==> config.mk <==
export PLATFORM = sky130hd
export DESIGN_NAME = escape_sequence_decoder
export DESIGN_NICKNAME = d
export VERILOG_FILES = /design/src/rtl/esd_pkg.sv /design/src/rtl/esd_front.sv /design/src/rtl/esd_queue.sv /design/src/rtl/esd_back.sv /design/src/rtl/escape_sequence_decoder.sv
export SDC_FILE = /design/constraint.sdc
export NUM_CORES = 1
export LEC_CHECK = 0
export BUFFER_PORTS_ARGS = -buffer_cell sky130_fd_sc_hd__buf_2
export CORE_MARGIN = 5
export CORE_UTILIZATION = 55
export DETAILED_ROUTE_END_ITERATION = 8
export PLACE_DENSITY = 0.73
export SLEW_MARGIN = 20
export SYNTH_ARGS = -nofsm -noshare
export SYNTH_HDL_FRONTEND = slang
export SYNTH_SLANG_ARGS = --single-unit
==> constraint.sdc <==
create_clock -name clock -period 3.2 [get_ports clock]
set_input_delay 0 -clock clock [delete_from_list [all_inputs] [get_ports clock]]
set_output_delay 0 -clock clock [all_outputs]
set_load 0.02 [all_outputs]
==> src/rtl/esd_pkg.sv <==
// ----------------------------------------------------------------------------
// esd_pkg
// Shared types, constants and the escape letter map for the escape decoder.
// ----------------------------------------------------------------------------
package esd_pkg;

   localparam int QUEUE_DEPTH_DEFAULT = 4;

   localparam logic [7:0] CHAR_NUL       = 8'h00;
   localparam logic [7:0] CHAR_BACKSLASH = 8'h5C;
   // '0' through '7' share these upper bits
   localparam logic [4:0] OCTAL_PREFIX   = 5'b00110;

   localparam logic [7:0] CHAR_A = 8'h61;
   localparam logic [7:0] CHAR_B = 8'h62;
   localparam logic [7:0] CHAR_F = 8'h66;
   localparam logic [7:0] CHAR_N = 8'h6E;
   localparam logic [7:0] CHAR_R = 8'h72;
   localparam logic [7:0] CHAR_T = 8'h74;
   localparam logic [7:0] CHAR_V = 8'h76;

   localparam logic [7:0] CODE_BEL = 8'd7;
   localparam logic [7:0] CODE_BS  = 8'd8;
   localparam logic [7:0] CODE_FF  = 8'd12;
   localparam logic [7:0] CODE_LF  = 8'd10;
   localparam logic [7:0] CODE_CR  = 8'd13;
   localparam logic [7:0] CODE_HT  = 8'd9;
   localparam logic [7:0] CODE_VT  = 8'd11;

   typedef enum logic [3:0] {
      MODE_PLAIN = 4'b0001,
      MODE_ESC   = 4'b0010,
      MODE_OCT1  = 4'b0100,
      MODE_OCT2  = 4'b1000
   } mode_type;

   // one queue entry holds the one or two words caused by a single input byte
   typedef struct packed {
      logic [7:0] byte0;
      logic       last0;
      logic       two;
      logic [7:0] byte1;
      logic       last1;
   } entry_type;

   typedef struct packed {
      logic      valid;
      entry_type entry;
   } slot_type;

   function automatic logic [7:0] map_escape(input logic [7:0] c);
      logic [7:0] r;
      unique case (c)
         CHAR_A:  r = CODE_BEL;
         CHAR_B:  r = CODE_BS;
         CHAR_F:  r = CODE_FF;
         CHAR_N:  r = CODE_LF;
         CHAR_R:  r = CODE_CR;
         CHAR_T:  r = CODE_HT;
         CHAR_V:  r = CODE_VT;
         default: r = c;
      endcase
      return r;
   endfunction

endpackage

==> src/rtl/esd_front.sv <==
// ----------------------------------------------------------------------------
// esd_front
// Takes source bytes, tracks escape state and builds queue entries.
// ----------------------------------------------------------------------------
module esd_front (
   input  logic              clock,
   input  logic              reset,
   input  logic              accept,
   input  logic [7:0]        req_byte,
   output esd_pkg::slot_type push
);
   import esd_pkg::*;

   mode_type   mode_ff, mode_in;
   logic [7:0] oct_ff, oct_in;
   logic       is_oct;
   logic [2:0] digit;
   logic       flush, do_plain;
   logic       main_valid, main_last;
   logic [7:0] main_byte;

   always_comb begin
      is_oct     = (req_byte[7:3] == OCTAL_PREFIX);
      digit      = req_byte[2:0];
      flush      = 1'b0;
      do_plain   = 1'b0;
      main_valid = 1'b0;
      main_byte  = req_byte;
      main_last  = 1'b0;
      mode_in    = mode_ff;
      oct_in     = oct_ff;
      unique case (mode_ff)
         MODE_PLAIN: begin
            do_plain = 1'b1;
         end
         MODE_ESC: begin
            if (req_byte == CHAR_NUL) begin
               do_plain = 1'b1;
            end else if (is_oct) begin
               oct_in  = {5'b0, digit};
               mode_in = MODE_OCT1;
            end else begin
               main_valid = 1'b1;
               main_byte  = map_escape(req_byte);
               mode_in    = MODE_PLAIN;
            end
         end
         MODE_OCT1: begin
            if (is_oct) begin
               oct_in  = {oct_ff[4:0], digit};
               mode_in = MODE_OCT2;
            end else begin
               flush    = 1'b1;
               do_plain = 1'b1;
               oct_in   = 8'd0;
            end
         end
         MODE_OCT2: begin
            if (is_oct) begin
               // third digit: emit now, upper bits fall off
               main_valid = 1'b1;
               main_byte  = {oct_ff[4:0], digit};
               oct_in     = 8'd0;
               mode_in    = MODE_PLAIN;
            end else begin
               flush    = 1'b1;
               do_plain = 1'b1;
               oct_in   = 8'd0;
            end
         end
         default: begin
            mode_in = MODE_PLAIN;
            oct_in  = 8'd0;
         end
      endcase

      if (do_plain) begin
         if (req_byte == CHAR_NUL) begin
            main_valid = 1'b1;
            main_byte  = CHAR_NUL;
            main_last  = 1'b1;
            mode_in    = MODE_PLAIN;
            oct_in     = 8'd0;
         end else if (req_byte == CHAR_BACKSLASH) begin
            mode_in = MODE_ESC;
         end else begin
            main_valid = 1'b1;
            mode_in    = MODE_PLAIN;
         end
      end

      push.valid = accept && (flush || main_valid);
      if (flush) begin
         push.entry.byte0 = oct_ff;
         push.entry.last0 = 1'b0;
         push.entry.two   = main_valid;
      end else begin
         push.entry.byte0 = main_byte;
         push.entry.last0 = main_last;
         push.entry.two   = 1'b0;
      end
      push.entry.byte1 = main_byte;
      push.entry.last1 = main_last;
   end

   always_ff @(posedge clock) begin
      if (reset) begin
         mode_ff <= MODE_PLAIN;
         oct_ff  <= 8'd0;
      end else if (accept) begin
         mode_ff <= mode_in;
         oct_ff  <= oct_in;
      end
   end

endmodule

==> src/rtl/esd_queue.sv <==
// ----------------------------------------------------------------------------
// esd_queue
// Small entry queue between the classifying front and the output back end.
// ----------------------------------------------------------------------------
module esd_queue #(
   parameter int QUEUE_DEPTH = esd_pkg::QUEUE_DEPTH_DEFAULT
) (
   input  logic              clock,
   input  logic              reset,
   input  esd_pkg::slot_type push,
   input  logic              pop,
   output esd_pkg::slot_type head,
   output logic              full
);
   import esd_pkg::*;

   localparam int PTR_W = (QUEUE_DEPTH > 1) ? $clog2(QUEUE_DEPTH) : 1;
   localparam int CNT_W = $clog2(QUEUE_DEPTH + 1);
   localparam logic [PTR_W-1:0] PTR_LAST = PTR_W'(QUEUE_DEPTH - 1);
   localparam logic [CNT_W-1:0] CNT_FULL = CNT_W'(QUEUE_DEPTH);

   entry_type        mem_ff [QUEUE_DEPTH];
   logic [PTR_W-1:0] wr_ptr_ff, wr_ptr_in;
   logic [PTR_W-1:0] rd_ptr_ff, rd_ptr_in;
   logic [CNT_W-1:0] count_ff, count_in;
   logic             do_push, do_pop;

   assign full       = (count_ff == CNT_FULL);
   assign do_push    = push.valid && !full;
   assign do_pop     = pop && (count_ff != '0);
   assign head.valid = (count_ff != '0);
   assign head.entry = mem_ff[rd_ptr_ff];

   always_comb begin
      wr_ptr_in = wr_ptr_ff;
      rd_ptr_in = rd_ptr_ff;
      count_in  = count_ff;
      if (do_push) begin
         wr_ptr_in = (wr_ptr_ff == PTR_LAST) ? '0 : wr_ptr_ff + PTR_W'(1);
      end
      if (do_pop) begin
         rd_ptr_in = (rd_ptr_ff == PTR_LAST) ? '0 : rd_ptr_ff + PTR_W'(1);
      end
      if (do_push && !do_pop) begin
         count_in = count_ff + CNT_W'(1);
      end else if (do_pop && !do_push) begin
         count_in = count_ff - CNT_W'(1);
      end
   end

   always_ff @(posedge clock) begin
      if (reset) begin
         wr_ptr_ff <= '0;
         rd_ptr_ff <= '0;
         count_ff  <= '0;
      end else begin
         wr_ptr_ff <= wr_ptr_in;
         rd_ptr_ff <= rd_ptr_in;
         count_ff  <= count_in;
      end
   end

   always_ff @(posedge clock) begin
      if (do_push) begin
         mem_ff[wr_ptr_ff] <= push.entry;
      end
   end

   a_no_overflow: assert property (@(posedge clock) disable iff (reset)
      !(push.valid && full))
      else $error("entry pushed into full queue");

   a_no_underflow: assert property (@(posedge clock) disable iff (reset)
      !(pop && (count_ff == '0)))
      else $error("pop from empty queue");

   a_count_range: assert property (@(posedge clock) disable iff (reset)
      count_ff <= CNT_FULL)
      else $error("queue count out of range");

endmodule

==> src/rtl/esd_back.sv <==
// ----------------------------------------------------------------------------
// esd_back
// Drains queue entries into the output register, one word per cycle while rsp_stall is low.
// ----------------------------------------------------------------------------
module esd_back (
   input  logic              clock,
   input  logic              reset,
   input  esd_pkg::slot_type head,
   output logic              pop,
   output logic              rsp_valid,
   input  logic              rsp_stall,
   output logic [7:0]        rsp_byte,
   output logic              rsp_last
);
   import esd_pkg::*;

   logic       rsp_valid_ff;
   logic [7:0] rsp_byte_ff;
   logic       rsp_last_ff;
   logic       sub_ff, sub_in;
   logic       load;

   // output register is free when empty or being taken this cycle
   assign load = !rsp_valid_ff || !rsp_stall;
   assign pop  = load && head.valid && (sub_ff || !head.entry.two);

   always_comb begin
      sub_in = sub_ff;
      if (load && head.valid) begin
         sub_in = !sub_ff && head.entry.two;
      end
   end

   always_ff @(posedge clock) begin
      if (reset) begin
         rsp_valid_ff <= 1'b0;
         sub_ff       <= 1'b0;
      end else begin
         sub_ff <= sub_in;
         if (load) begin
            rsp_valid_ff <= head.valid;
         end
      end
   end

   always_ff @(posedge clock) begin
      if (load && head.valid) begin
         rsp_byte_ff <= sub_ff ? head.entry.byte1 : head.entry.byte0;
         rsp_last_ff <= sub_ff ? head.entry.last1 : head.entry.last0;
      end
   end

   assign rsp_valid = rsp_valid_ff;
   assign rsp_byte  = rsp_byte_ff;
   assign rsp_last  = rsp_last_ff;

   a_sub_has_second: assert property (@(posedge clock) disable iff (reset)
      sub_ff |-> (head.valid && head.entry.two))
      else $error("second word pending without a two-word entry");

   a_pop_loads: assert property (@(posedge clock) disable iff (reset)
      pop |=> rsp_valid_ff)
      else $error("entry retired without a word in the output register");

endmodule

==> src/rtl/escape_sequence_decoder.sv <==
// ----------------------------------------------------------------------------
// escape_sequence_decoder
// Streaming decoder of C-style backslash escapes in zero-terminated strings.
// ----------------------------------------------------------------------------
// Usage:
//   req_valid/req_stall/req_byte carry one source byte per word; a zero byte
//   ends the string. rsp_valid/rsp_stall/rsp_byte/rsp_last carry decoded
//   bytes; the string closes with a zero byte that has rsp_last set.
//   A source byte can cause zero, one or two words (a pending octal value is
//   flushed ahead of the byte that ends it).
// Path: each word is written into the queue when its source byte is taken and
//   is loaded from the queue head into the output register when that is free.
// Throughput: one source byte per cycle while req_stall is low. The output
//   port moves one word per cycle when not stalled, so a two-word byte holds
//   it longer; a queue of QUEUE_DEPTH entries between front and back absorbs it.
// Stall: when the receiver stalls, the output register holds its word, the
//   queue fills, and req_stall rises once the queue is full.
// Reset: synchronous, active high; empties the queue and the output register
//   and returns the decoder to plain text mode.
// ----------------------------------------------------------------------------
module escape_sequence_decoder #(
   parameter int QUEUE_DEPTH = esd_pkg::QUEUE_DEPTH_DEFAULT
) (
   input  logic       clock,
   input  logic       reset,
   input  logic       req_valid,
   output logic       req_stall,
   input  logic [7:0] req_byte,
   output logic       rsp_valid,
   input  logic       rsp_stall,
   output logic [7:0] rsp_byte,
   output logic       rsp_last
);
   import esd_pkg::*;

   slot_type push;
   slot_type head;
   logic     pop;
   logic     full;
   logic     accept;

   assign req_stall = full;
   assign accept    = req_valid && !full;

   esd_front u_front (
      .clock    (clock),
      .reset    (reset),
      .accept   (accept),
      .req_byte (req_byte),
      .push     (push)
   );

   esd_queue #(
      .QUEUE_DEPTH (QUEUE_DEPTH)
   ) u_queue (
      .clock (clock),
      .reset (reset),
      .push  (push),
      .pop   (pop),
      .head  (head),
      .full  (full)
   );

   esd_back u_back (
      .clock     (clock),
      .reset     (reset),
      .head      (head),
      .pop       (pop),
      .rsp_valid (rsp_valid),
      .rsp_stall (rsp_stall),
      .rsp_byte  (rsp_byte),
      .rsp_last  (rsp_last)
   );

endmodule

==> reports/results.tsv <==
metric	value	unit
status	complete, no violations	
Ant. Diodes	0	
synthesized area	4780	um^2
Routability Congestion	0.869	
Peak VDD IR	0.253	mV
aggregate negative setup slack	0	ps
# port buffers	22	
fin nets	395	
max_cap viols	0	
Slew @ Worst Pin	844	ps
Async SR Flop Fraction	0	%
die area	10700	um^2
Final Max Tran Viols	0	
Final Hold Viols	0	
Mean Syn Cell Area	13.9	um^2
critical path startpoint category	flip-flop	
Total GRT Usage	17.8	%
post_cts resized	0	
vias	2845	
most numerous cell in the Yosys netlist	edfxtp_1	
Post-CTS Setup Repair Bufs	0	
kind of critical path	reg2reg	
DRT Pass-1 Iters	5	
Final Util	61.3	%
layout cells sized above 1	22.3	%
first-pass GRT wire length	14.2	mm
Layout area overhead	10.1	%
initial antenna violation count	0	
cell at the root of the clock tree	clkbuf_8	
largest net degree at the start of global routing	20	
global route total overflow	0	
# rows	34	
clock skew	11.5	ps
dominant cell type by area after synthesis	edfxtp_1	
top cell type's share of synthesized area	53.3	%
Lkg Pwr	1.87	nW
clk buf depth	2	
Synth top cells by count	edfxtp_1, nand2_1, nor2_1	
Starting Density	55.7	%
clock slew at reported path FFs	110	ps
initial detailed-routing violation count	154	
clk sinks	108	
fin crit period	2960	ps
CTS tree	done	
Post-synth EDFFs	85	
Final setup violation count	0	
number of CTS-inserted buffers	9	
Rel. slew slack	43.0	%
Skew-Pair Late Insertion Delay	360	ps
RSZ-0062 raised after global routing	no	
Yosys reg bits	108	
wire per inst	17.8	um
YS warnings	0	
cell area power density	680	nW/um^2
main flop type after synthesis	edfxtp_1	
final worst-path cycle share	92.4	%
core box area	8590	um^2
H-tree depth	3	
Arr. time, crit path	3260	ps
hold buffers post-CTS	5	
Die X	103	um
Final ANT Viol Nets	0	
Post-Syn Instances	343	
CP endpoint kind	flip-flop	
Vias/cell	5.82	
height of the die	103	um
DP HPWL	5.89	mm
Mapped Nets	362	
IO Pins	23	
Post-Route WL	8.68	mm
worst-path fanout max	9	
Overall Power	3.58	mW
FMAX	0.338	GHz
WP data required	3500	ps
vias in the first global route	2825	
drt drc	0	
sequential share of the synthesized area	63.0	%
Tightest Hold Check Type	in2reg	
top post-synthesis cells by area	edfxtp_1, dfxtp_1, mux4_2	
Cell variety after synth	59	
worst paths after layout:
check	from	to	slack [ps]	depth (start not counted)
worst max register to register	u_front.mode_ff[0]$_SDFFE_PP1P_	u_queue.count_ff[2]$_SDFFE_PP0P_	240	10
worst min-delay path	req_valid	u_front.mode_ff[2]$_SDFFE_PP0P_	70	4
worst max-delay path	u_front.mode_ff[0]$_SDFFE_PP1P_	u_queue.count_ff[2]$_SDFFE_PP0P_	240	10
worst min register to register	u_back.rsp_valid$_SDFFE_PP0N_	u_back.rsp_valid$_SDFFE_PP0N_	470	2
layout by cell type (no fill, tap or decap), drive strengths merged, types with 2 or more instances in the layout:
| master | n |
|---|---|
| edfxtp | 85 |
| nand2 | 40 |
| buf | 34 |
| nor2 | 26 |
| dfxtp | 23 |
| mux4 | 19 |
| a21oi | 17 |
| inv | 17 |
| clkbuf | 9 |
| a22o | 8 |
| o21ai | 7 |
| mux2 | 7 |
| nand3 | 6 |
| ha | 6 |
| dlygate4sd3 | 5 |
| nor4b | 5 |
| and2 | 5 |
| nor4 | 4 |
| xor2 | 4 |
| a21o | 4 |
| or3 | 3 |
| a31oi | 3 |
| nand3b | 3 |
| mux2i | 3 |
| o211ai | 3 |
| or3b | 3 |
| a211oi | 3 |
| and3 | 2 |
| nand2b | 2 |
| nor3 | 2 |
| o311ai | 2 |
| o21a | 2 |
| clkinv | 2 |
power by group:
part,total [mW],internal [mW],leakage (nW),switching [mW]
clock network,0.764,0.296,0.0902,0.468
registers,1.82,1.75,0.966,0.0673
logic,0.999,0.435,0.814,0.564
cell families (layout without fill, tap and decap cells):
family                     count (synthesis)  in the layout  synth area share, %
AOI/OAI and AO/OA                         57             57                 8.60
buffers and inverters                     30             68                 2.80
DFF                                      108            108                 63.0
and+or+nand+nor                          107            107                 11.4
xor gates and xnor gates                   5              5                0.915
adders and majority gates                  7              7                 1.99
muxes                                     29             29                 11.3
flip-flops by register name (all words and copies together), names as in the netlist, named ones only:
| register | cells |
|---|---|
| u_queue.mem_ff | 76 |
| u_back.rsp_byte | 8 |
| u_front.oct_ff | 8 |
| u_front.mode_ff | 4 |
| u_queue.count_ff | 3 |
| u_queue.rd_ptr_ff | 2 |
| u_queue.wr_ptr_ff | 2 |
| u_back.rsp_last | 1 |
| u_back.rsp_valid | 1 |
| u_back.sub_ff | 1 |
worst max-delay path: stages (launching register included):
cell	delay, ps
dfxtp_1	530
xnor2_1	110
or3_1	380
a211oi_2	370
o21a_2	210
ha_1	180
inv_1	70
fa_1	440
xor2_1	180
or3_1	300
a21oi_1	140
through the flow:
stage	hold WS [ps]	area, um^2	worst slack (ps)	std cells
floorplan	86.0	4780	495	343
global placement	264	5030	366	468
detailed placement	268	5030	258	468
CTS	71.0	5270	244	489
global route	165	5270	74.2	489
finish	72.9	5270	242	489
metal layers:
metal  vias to the layer above  wire length, um  track usage, %
met4                         0              111            5.48
met1                      1388             3650            23.6
li1                       1366                -               -
met2                        81             4440            30.3
met3                        10              473            2.82
met5                         -                0               0
area by class of cell:
cell class	count	area, um^2
Clock buffer	9	124
Clock inverter	7	57.6
Fill cell	657	3330
Inverter	13	48.8
Multi-Input combinational cell	205	1640
Sequential cell	108	3010
Tap cell	108	135
Timing Repair Buffer	39	250
Power figures use the tool's default switching activity.
